**src/hw/rtl/lpsl_pkg.sv**
```systemverilog
// Shared types, codes and color tables for the loop pedal state and LED control core.
// No dependencies; imported by lpsl_flash_timer and loop_pedal_state_led_control_core.
package lpsl_pkg;

	localparam int CFG_W          = 16;
	localparam int CFG_INDEX_W    = 1;
	localparam int MAX_LAYERS_DEF = 255;
	localparam int TIMER_W_DEF    = 16;

	localparam logic [CFG_W-1:0] WHITE_LEN_RST  = 16'd120;
	localparam logic [CFG_W-1:0] EFFECT_LEN_RST = 16'd400;

	localparam logic [CFG_INDEX_W-1:0] REG_WHITE_LEN  = 1'b0;
	localparam logic [CFG_INDEX_W-1:0] REG_EFFECT_LEN = 1'b1;

	localparam logic [7:0] BTN_RECORD = 8'd0;
	localparam logic [7:0] BTN_DRUMS  = 8'd1;
	localparam logic [7:0] BTN_UNDO   = 8'd2;
	localparam logic [7:0] BTN_RESET  = 8'd3;

	localparam logic signed [1:0] DRUM_NONE = 2'sb00;
	localparam logic signed [1:0] DRUM_ON   = 2'sb01;
	localparam logic signed [1:0] DRUM_OFF  = 2'sb11;

	localparam logic [1:0] CHAIN_MASK = 2'h3;

	typedef struct packed {
		logic [7:0] red;
		logic [7:0] green;
		logic [7:0] blue;
	} rgb_t;

	// One update request for a flash timer.
	typedef struct packed {
		logic start;
		logic stop;
		logic tick;
	} flash_cmd_t;

	localparam rgb_t RGB_WHITE = '{red: 8'd255, green: 8'd255, blue: 8'd255};

	// Color of each effect chain step.
	function automatic rgb_t chain_color(input logic [1:0] idx);
		rgb_t c;
		case (idx)
			2'd0:    c = '{red: 8'd255, green: 8'd255, blue: 8'd255};
			2'd1:    c = '{red: 8'd0,   green: 8'd80,  blue: 8'd255};
			2'd2:    c = '{red: 8'd0,   green: 8'd255, blue: 8'd0};
			default: c = '{red: 8'd255, green: 8'd140, blue: 8'd0};
		endcase
		return c;
	endfunction

endpackage

```
**src/hw/rtl/loop_pedal_state_led_control_core.sv**
```systemverilog
// Loop pedal state machine with indicator LED color, one word in, one word out.
// Depends on lpsl_pkg and lpsl_flash_timer (two instances: white and effect flash).
//
// Usage:
//   Input stream s_axis: tuser = 0 marks a button press whose code is in tdata,
//   tuser = 1 marks a one-millisecond tick (tdata ignored). Every accepted word
//   produces exactly one result word on m_axis, carrying the looper state after
//   the word, layer count, drum routing, drum change event, effect chain and
//   the LED color.
//   Configuration: cfg_we writes cfg_data into register cfg_index at the clock
//   edge: index 0 is the white flash length, index 1 the effect flash length,
//   both in milliseconds. Write only while the block is idle.
//   Output: the result appears in the output register at the edge
//   after acceptance. Throughput: one word per cycle, set by the single result
//   register; while it is full, s_axis_tready follows m_axis_tready.
//   Stall: while m_axis_tvalid is high and m_axis_tready low, the result word
//   holds and s_axis_tready drops; no word is lost.
//   Reset (arst_n low): looper clear, zero layers, drums off, clean chain, both
//   flashes off, lengths back to 120 ms and 400 ms, output empty.
module loop_pedal_state_led_control_core #(
	parameter int MAX_LAYERS  = lpsl_pkg::MAX_LAYERS_DEF,
	parameter int TIMER_WIDTH = lpsl_pkg::TIMER_W_DEF
) (
	input  logic                             clk,
	input  logic                             arst_n,
	// configuration write port
	input  logic                             cfg_we,
	input  logic [lpsl_pkg::CFG_INDEX_W-1:0] cfg_index,
	input  logic [lpsl_pkg::CFG_W-1:0]       cfg_data,
	// input stream
	input  logic                             s_axis_tvalid,
	output logic                             s_axis_tready,
	input  logic [7:0]                       s_axis_tdata,  // [7:0] button
	input  logic                             s_axis_tuser,  // [0] mode (1 = tick)
	// result stream
	output logic                             m_axis_tvalid,
	input  logic                             m_axis_tready,
	// [0] accepted, [3:1] loop_state, [11:4] layers, [12] drums_on,
	// [14:13] drum_change, [16:15] effect_chain, [24:17] led_red,
	// [32:25] led_green, [40:33] led_blue, [47:41] zero
	output logic [47:0]                      m_axis_tdata
);
	import lpsl_pkg::*;

	localparam int LAYER_W  = $clog2(MAX_LAYERS + 1);
	localparam int LAYER_XW = (LAYER_W > 8) ? LAYER_W : 8;
	localparam logic [LAYER_W-1:0] LAYER_MAX = LAYER_W'(MAX_LAYERS);

	typedef enum logic [2:0] {
		ST_CLEAR       = 3'd0,
		ST_RECORDING   = 3'd1,
		ST_PLAYING     = 3'd2,
		ST_OVERDUBBING = 3'd3,
		ST_PAUSED      = 3'd4
	} loop_st_t;

	// Color of each looper state; anything else shows the clear color.
	function automatic rgb_t state_color(input loop_st_t code);
		rgb_t c;
		case (code) inside
			ST_RECORDING, ST_OVERDUBBING: c = '{red: 8'd255, green: 8'd0, blue: 8'd0};
			ST_PLAYING: c = '{red: 8'd0,   green: 8'd255, blue: 8'd0};
			ST_PAUSED:  c = '{red: 8'd128, green: 8'd0,   blue: 8'd180};
			default:    c = '{red: 8'd0,   green: 8'd0,   blue: 8'd180};
		endcase
		return c;
	endfunction

	// configuration
	logic [CFG_W-1:0] white_len_q;
	logic [CFG_W-1:0] effect_len_q;

	// looper state
	loop_st_t          st_q, st_d;
	logic [LAYER_W-1:0] layer_q, layer_d;
	logic              drum_q, drum_d;
	logic [1:0]        chain_q, chain_d;

	// handshake and per-word decode
	logic              take;
	logic              press;
	logic              accepted_d;
	logic signed [1:0] change_d;
	flash_cmd_t        white_cmd, effect_cmd;
	logic              white_act_d, effect_act_d;
	rgb_t              led_d;
	logic [LAYER_XW-1:0] layer_ext;

	// result register
	logic              out_valid_q;
	logic [47:0]       out_data_q;

	assign s_axis_tready = !out_valid_q || m_axis_tready;
	assign take          = s_axis_tvalid && s_axis_tready;
	assign press         = !s_axis_tuser;

	// Hold configuration; the user must write only while idle, the block does not enforce it.
	always_ff @(posedge clk or negedge arst_n) begin
		if (!arst_n) begin
			white_len_q  <= WHITE_LEN_RST;
			effect_len_q <= EFFECT_LEN_RST;
		end else if (cfg_we) begin
			unique case (cfg_index)
				REG_WHITE_LEN:  white_len_q  <= cfg_data;
				REG_EFFECT_LEN: effect_len_q <= cfg_data;
				default:        ;
			endcase
		end
	end

	// Next looper state for the word at the input.
	always_comb begin
		st_d       = st_q;
		layer_d    = layer_q;
		drum_d     = drum_q;
		chain_d    = chain_q;
		accepted_d = 1'b0;
		change_d   = DRUM_NONE;
		white_cmd  = '0;
		effect_cmd = '0;
		white_cmd.tick  = take && !press;
		effect_cmd.tick = take && !press;
		if (press) begin
			// every press restarts the white flash, known button or not, but drums stop it
			white_cmd.start = take;
			accepted_d      = (s_axis_tdata <= BTN_RESET);
			unique case (s_axis_tdata)
				BTN_RECORD: begin
					unique case (st_q)
						ST_CLEAR:     st_d = ST_RECORDING;
						ST_RECORDING: begin
							// first loop closed: one layer, drums drop out
							st_d    = ST_PLAYING;
							layer_d = LAYER_W'(1);
							if (drum_q) begin
								drum_d   = 1'b0;
								change_d = DRUM_OFF;
							end
						end
						ST_PLAYING:   st_d = ST_OVERDUBBING;
						ST_OVERDUBBING: begin
							st_d = ST_PLAYING;
							if (layer_q < LAYER_MAX)
								layer_d = layer_q + 1'b1;
						end
						default:      st_d = ST_OVERDUBBING;
					endcase
				end
				BTN_DRUMS: begin
					// toggle drums, advance the chain, swap to the effect flash
					drum_d           = !drum_q;
					change_d         = drum_q ? DRUM_OFF : DRUM_ON;
					chain_d          = (chain_q + 2'd1) & CHAIN_MASK;
					white_cmd.stop   = take;
					effect_cmd.start = take;
				end
				BTN_UNDO: begin
					if (layer_q != '0) begin
						layer_d = layer_q - 1'b1;
						if (layer_q == LAYER_W'(1))
							st_d = ST_CLEAR;
						else if (st_q == ST_OVERDUBBING)
							st_d = ST_PLAYING;
					end
				end
				BTN_RESET: begin
					st_d    = ST_CLEAR;
					layer_d = '0;
					chain_d = '0;
					if (drum_q) begin
						drum_d   = 1'b0;
						change_d = DRUM_OFF;
					end
				end
				default: ;
			endcase
		end
	end

	lpsl_flash_timer #(
		.TIMER_WIDTH (TIMER_WIDTH)
	) u_white_flash (
		.clk         (clk),
		.arst_n      (arst_n),
		.cmd         (white_cmd),
		.length      (white_len_q),
		.active_next (white_act_d)
	);

	lpsl_flash_timer #(
		.TIMER_WIDTH (TIMER_WIDTH)
	) u_effect_flash (
		.clk         (clk),
		.arst_n      (arst_n),
		.cmd         (effect_cmd),
		.length      (effect_len_q),
		.active_next (effect_act_d)
	);

	// Effect flash wins over white flash, which wins over the state color.
	always_comb begin
		if (effect_act_d)
			led_d = chain_color(chain_d);
		else if (white_act_d)
			led_d = RGB_WHITE;
		else
			led_d = state_color(st_d);
	end

	assign layer_ext = LAYER_XW'(layer_d);

	// Advance state on an accepted word, load the result register, and
	// drop valid once the receiver has taken the word.
	always_ff @(posedge clk or negedge arst_n) begin
		if (!arst_n) begin
			st_q        <= ST_CLEAR;
			layer_q     <= '0;
			drum_q      <= 1'b0;
			chain_q     <= '0;
			out_valid_q <= 1'b0;
		end else begin
			if (take) begin
				st_q        <= st_d;
				layer_q     <= layer_d;
				drum_q      <= drum_d;
				chain_q     <= chain_d;
				out_valid_q <= 1'b1;
			end else if (m_axis_tready) begin
				out_valid_q <= 1'b0;
			end
		end
	end

	always_ff @(posedge clk) begin
		if (take) begin
			out_data_q <= {7'd0, led_d.blue, led_d.green, led_d.red, chain_d,
			               change_d, drum_d, layer_ext[7:0], st_d, accepted_d};
		end
	end

	assign m_axis_tvalid = out_valid_q;
	assign m_axis_tdata  = out_data_q;

endmodule

```
**src/hw/rtl/lpsl_flash_timer.sv**
```systemverilog
// One LED flash timer: active flag and saturating elapsed count, aged by ticks.
// Depends on lpsl_pkg (flash_cmd_t, CFG_W).
module lpsl_flash_timer #(
	parameter int TIMER_WIDTH = lpsl_pkg::TIMER_W_DEF
) (
	input  logic                     clk,
	input  logic                     arst_n,
	input  lpsl_pkg::flash_cmd_t     cmd,
	input  logic [lpsl_pkg::CFG_W-1:0] length,
	output logic                     active_next
);
	import lpsl_pkg::*;

	localparam int CMP_W = (TIMER_WIDTH > CFG_W) ? TIMER_WIDTH : CFG_W;
	localparam logic [TIMER_WIDTH-1:0] ELAPSED_MAX = {TIMER_WIDTH{1'b1}};

	logic                   active_q;
	logic [TIMER_WIDTH-1:0] elapsed_q;
	logic [TIMER_WIDTH-1:0] elapsed_d;
	logic [TIMER_WIDTH-1:0] aged;

	assign aged = (elapsed_q != ELAPSED_MAX) ? elapsed_q + 1'b1 : elapsed_q;

	always_comb begin
		active_next = active_q;
		elapsed_d   = elapsed_q;
		if (cmd.stop) begin
			active_next = 1'b0;
			elapsed_d   = '0;
		end else if (cmd.start) begin
			active_next = 1'b1;
			elapsed_d   = '0;
		end else if (cmd.tick && active_q) begin
			elapsed_d = aged;
			if (CMP_W'(aged) > CMP_W'(length))
				active_next = 1'b0;
		end
	end

	always_ff @(posedge clk or negedge arst_n) begin
		if (!arst_n) begin
			active_q  <= 1'b0;
			elapsed_q <= '0;
		end else begin
			active_q  <= active_next;
			elapsed_q <= elapsed_d;
		end
	end

endmodule
```
**config.mk**
```make
export PLATFORM = sky130hd
export DESIGN_NAME = loop_pedal_state_led_control_core
export DESIGN_NICKNAME = d
export VERILOG_FILES = /design/src/hw/rtl/lpsl_pkg.sv /design/src/hw/rtl/loop_pedal_state_led_control_core.sv /design/src/hw/rtl/lpsl_flash_timer.sv
export SDC_FILE = /design/constraint.sdc
export NUM_CORES = 1
export LEC_CHECK = 0
export BUFFER_PORTS_ARGS = -buffer_cell sky130_fd_sc_hd__buf_2
export CAP_MARGIN = 20
export CORE_MARGIN = 8
export CORE_UTILIZATION = 58
export DETAILED_ROUTE_END_ITERATION = 10
export GPL_TIMING_DRIVEN = 0
export PLACE_DENSITY = 0.8
export SLEW_MARGIN = 20
export SYNTH_ARGS = -nofsm -noshare
export SYNTH_HDL_FRONTEND = slang
export SYNTH_SLANG_ARGS = --single-unit
```
**constraint.sdc**
```tcl
create_clock -name clk -period 6.85 [get_ports clk]
set_input_delay 0.3425 -clock clk [delete_from_list [all_inputs] [get_ports clk]]
set_output_delay 0.3425 -clock clk [all_outputs]
set_load 0.01 [all_outputs]
```
==> reports/qor.csv <==
stage,metric,value,unit
synth,cell taking the most area after synthesis,dfrtp_1,
global_route,Overflow after GRT,0,
synth,number of flops mapped to enable cells by yosys,24,
worst_setup_path,CP startpoint,u_effect_flash.elapsed_q[4],
placed_design,PortBufs,71,
final_layout,# diodes,0,
synth,Synth cell types,67,
placed_design,Final HPWL DP,12900,microns
synth,Adder-Cell Fraction of Synth Area,7.55,%
final_layout,layout cells sized above 1,20.0,%
synth,Compound-Gate Fraction of Synth Area,17.6,%
worst_setup_path,CP max-delay cell,or4_1,
sta,"Setup violations, final",0,
drt,Residual DRC,0,
synth,Synth async-reset ratio,77.1,%
clock_tree,CTS tree,yes,
clock_tree,setup bufs post-CTS,0,
worst_setup_path,"CP delay by family, top",simple AND/OR/NAND/NOR gates,
power,P_leak,3.46,nW
clock_tree,Resized cells post-CTS,0,
worst_setup_path,CP startpoint kind,register,
die,I/O pin total,81,
worst_setup_path,FF-to-FF Start,u_effect_flash.elapsed_q[4],
worst_setup_path,critical-path cell list,buf_2 -> and3_1 -> and4_1 -> clkbuf_1 -> and4_1 -> and3_1 -> and2_1 -> a21oi_1 -> ha_1 -> a211oi_1 -> o221ai_1 -> or4_1 -> o211ai_1 -> o221ai_1,
sta,Rel. slew slack,35.7,%
sta,highest clock rate,233,MHz
placed_design,global placement routability congestion,0.885,
final_layout,Fill cells,885,
die,die width,123,microns
synth,"count leader, synth",nand2_1,
worst_setup_path,R2R cell count,14,
min_path,Worst Hold Class,in2async,
worst_setup_path,Setup crit end kind,register,
power,PwrDens,219,nW/um^2
global_route,GR Util All Layers,23.1,%
die,# rows,39,
drt,1st-pass router iterations,5,
placed_design,placed cell count,943,
synth,main area contributors after synthesis,"dfrtp_1, edfxtp_1, ha_1",
clock_tree,hold buffer count at CTS,0,
sta,Slew Limit Fails,0,
synth,Seq cells post-synth,105,
worst_setup_path,reg-to-reg endpoint,m_axis_tdata[32],
final_layout,Post-Layout Cell Count,959,
synth,simple-gate share of the synthesized area,18.0,%
drt,drt first-iter violations,512,
clock_tree,clock sink count,105,
synth,Syn Std Cell Area,6630,sq um
clock_tree,CTS Root Cell,clkbuf_16,
sta,final worst slack,2.56,ns
global_route,vias in the first global route,5629,
sta,RSZ-0062 raised after global routing,false,
final_layout,Syn-to-layout area delta,13.5,%
clock_tree,Max Root-Sink Buffers,2,
drt,post-route ant nets,0,
drt,routed len/inst,18.0,microns
synth,syn_area_per_cell,9.19,sq um
synth,yosys synthesis warning count,0,
clock_tree,clk slew on worst S/H paths,0.07,ns
worst_setup_path,Worst setup endpoint,m_axis_tdata[32],
clock_tree,CTS Buf Count,9,
sta,Tcrit/Tclk final,62.6,%
final_layout,Reg area,2760,sq um
worst_setup_path,CP bufs+invs,2,
global_route,first-pass GRT wire length,27600,microns
die,core area,11300,sq um
sta,setup_tns,0,ns
worst_setup_path,Critical Path AT,4.35,ns
worst_setup_path,CP max FO,8,
placed_design,pre-CTS setup slack,2.60,ns
final_layout,final core utilization,66.7,%
run,max_cap viols,0,
drt,final wirelength,17200,microns
synth,Synth Area in XOR/XNOR,2.91,%
final_layout,Final nets,882,
final_layout,Multi-input gate area,3410,sq um
worst_setup_path,CP Class,reg2reg,
clock_tree,depth of the CTS H-tree,3,
synth,sequential share of the synthesized area,41.6,%
sta,Clock Skews,0.00673,ns
synth,cells after synthesis,721,
die,DIE HEIGHT,123,microns
synth,"Top FF cell, synth",dfrtp_1,
drt,total number of vias,5736,
power,Power Total,0.00165,W
synth,synth cell count leaders,"nand2_1, dfrtp_1, o21ai_0",
synth,mux share of post-synthesis cell area,5.02,%
die,die area,15100,sq um
worst_setup_path,Crit path largest cell delay,0.67,ns
outcome,outcome,finished clean,
drt,via/cell ratio,5.98,
synth,main combinational cell family by area after synthesis,simple AND/OR/NAND/NOR gates,
die,Starting Density,58.8,%
worst_setup_path,Required @ worst endpoint,6.91,ns
worst_setup_path,"reg-to-reg slack, setup",2.56,ns
sta,count of final hold-check violations,0,
worst_setup_path,Levels on crit path,14,
global_route,largest net degree at the start of global routing,51,
sta,Tmin final,4.29,ns
power,peak supply drop,0.197,mV
clock_tree,Worst-Skew Late Latency,0.36,ns
synth,post-synth top area share,28.0,%
global_route,initial antenna violation count,0,
sta,Tightest Pin Transition,0.957,ns
==> kinds of logic after synthesis <==
group	Yosys count
multiplexers	30
AND/OR/NAND/NOR	236
AO/OA/AOI/OAI	187
XOR/XNOR	22
other	1
flip-flops	105
adder cells (fa/ha/maj)	40
buffers and inverters	100
==> metrics by stage <==
| step | cell area (sq um) | hold slack (ns) |
|---|---|---|
| 2_1_floorplan | 6650 | 0.0469 |
| 3_3_place_gp | 7180 | 0.491 |
| 3_5_place_dp | 7230 | 0.424 |
| 4_1_cts | 7520 | 0.0478 |
| 5_1_grt | 7520 | 0.0839 |
| 6_report | 7520 | 0.0303 |
==> routing by layer <==
layer	vias to the layer above	share of wire [%]	wire length, microns	global-route usage, %
met5	-	0	0	0
li1	2750	-	-	-
met4	0	1.4	242	5.86
met1	2751	41	7110	28.5
met3	20	6.6	1130	5.11
met2	215	51	8740	40.0
==> flip-flops by register name, summed over array words and instances, names as in the netlist <==
name and cells:
chain_q 2, u_effect_flash.active_q 1, u_white_flash.active_q 1, effect_len_q 16, m_axis_tdata 24, drum_q 1, u_effect_flash.elapsed_q 16, m_axis_tvalid 1
layer_q 8, u_white_flash.elapsed_q 16, white_len_q 16, st_q 3
==> how the worst min path moves through the flow <==
stage | to | startpoint | cells past startpoint
final | white_len_q[9] | arst_n | 1
after global routing | effect_len_q[9] | arst_n | 1
after CTS | white_len_q[9] | arst_n | 1
after detailed placement | white_len_q[9] | arst_n | 1
after global placement | effect_len_q[2] | effect_len_q[2] | 1
after floorplan | chain_q[0] | arst_n | 0
==> cells in the final DEF, fill, tap and decap left out, types with 12 or more instances in the layout <==
| master | count |
|---|---|
| nand2_1 | 84 |
| dfrtp_1 | 74 |
| buf_2 | 73 |
| o21ai_0 | 62 |
| inv_1 | 47 |
| a21oi_1 | 47 |
| ha_1 | 40 |
| nor2_1 | 38 |
| mux2_2 | 26 |
| buf_4 | 26 |
| edfxtp_1 | 24 |
| clkbuf_1 | 21 |
| nand3_1 | 20 |
| and3_1 | 15 |
| nand4_1 | 14 |
| xnor2_1 | 14 |
| a31oi_1 | 13 |
| nor3_1 | 12 |
==> layout make-up <==
class	instances	area share (%)
buffer	51	3.96
clock buffer	10	3.18
clock inverter	6	0.649
inverter	49	2.45
multi-input combinational	522	45.4
sequential	105	36.6
tap	143	2.38
timing repair buffer	73	5.39
==> power by group <==
group	leakage, nW	internal [W]	total (W)	switching, W
clock network	0.145	0.000261	0.000505	0.000243
registers	1.25	0.000706	0.000760	0.0000541
logic	2.07	0.000162	0.000386	0.000224
total	3.46	0.00113	0.00165	0.000522
No activity file was read; power rests on OpenSTA's default activity.
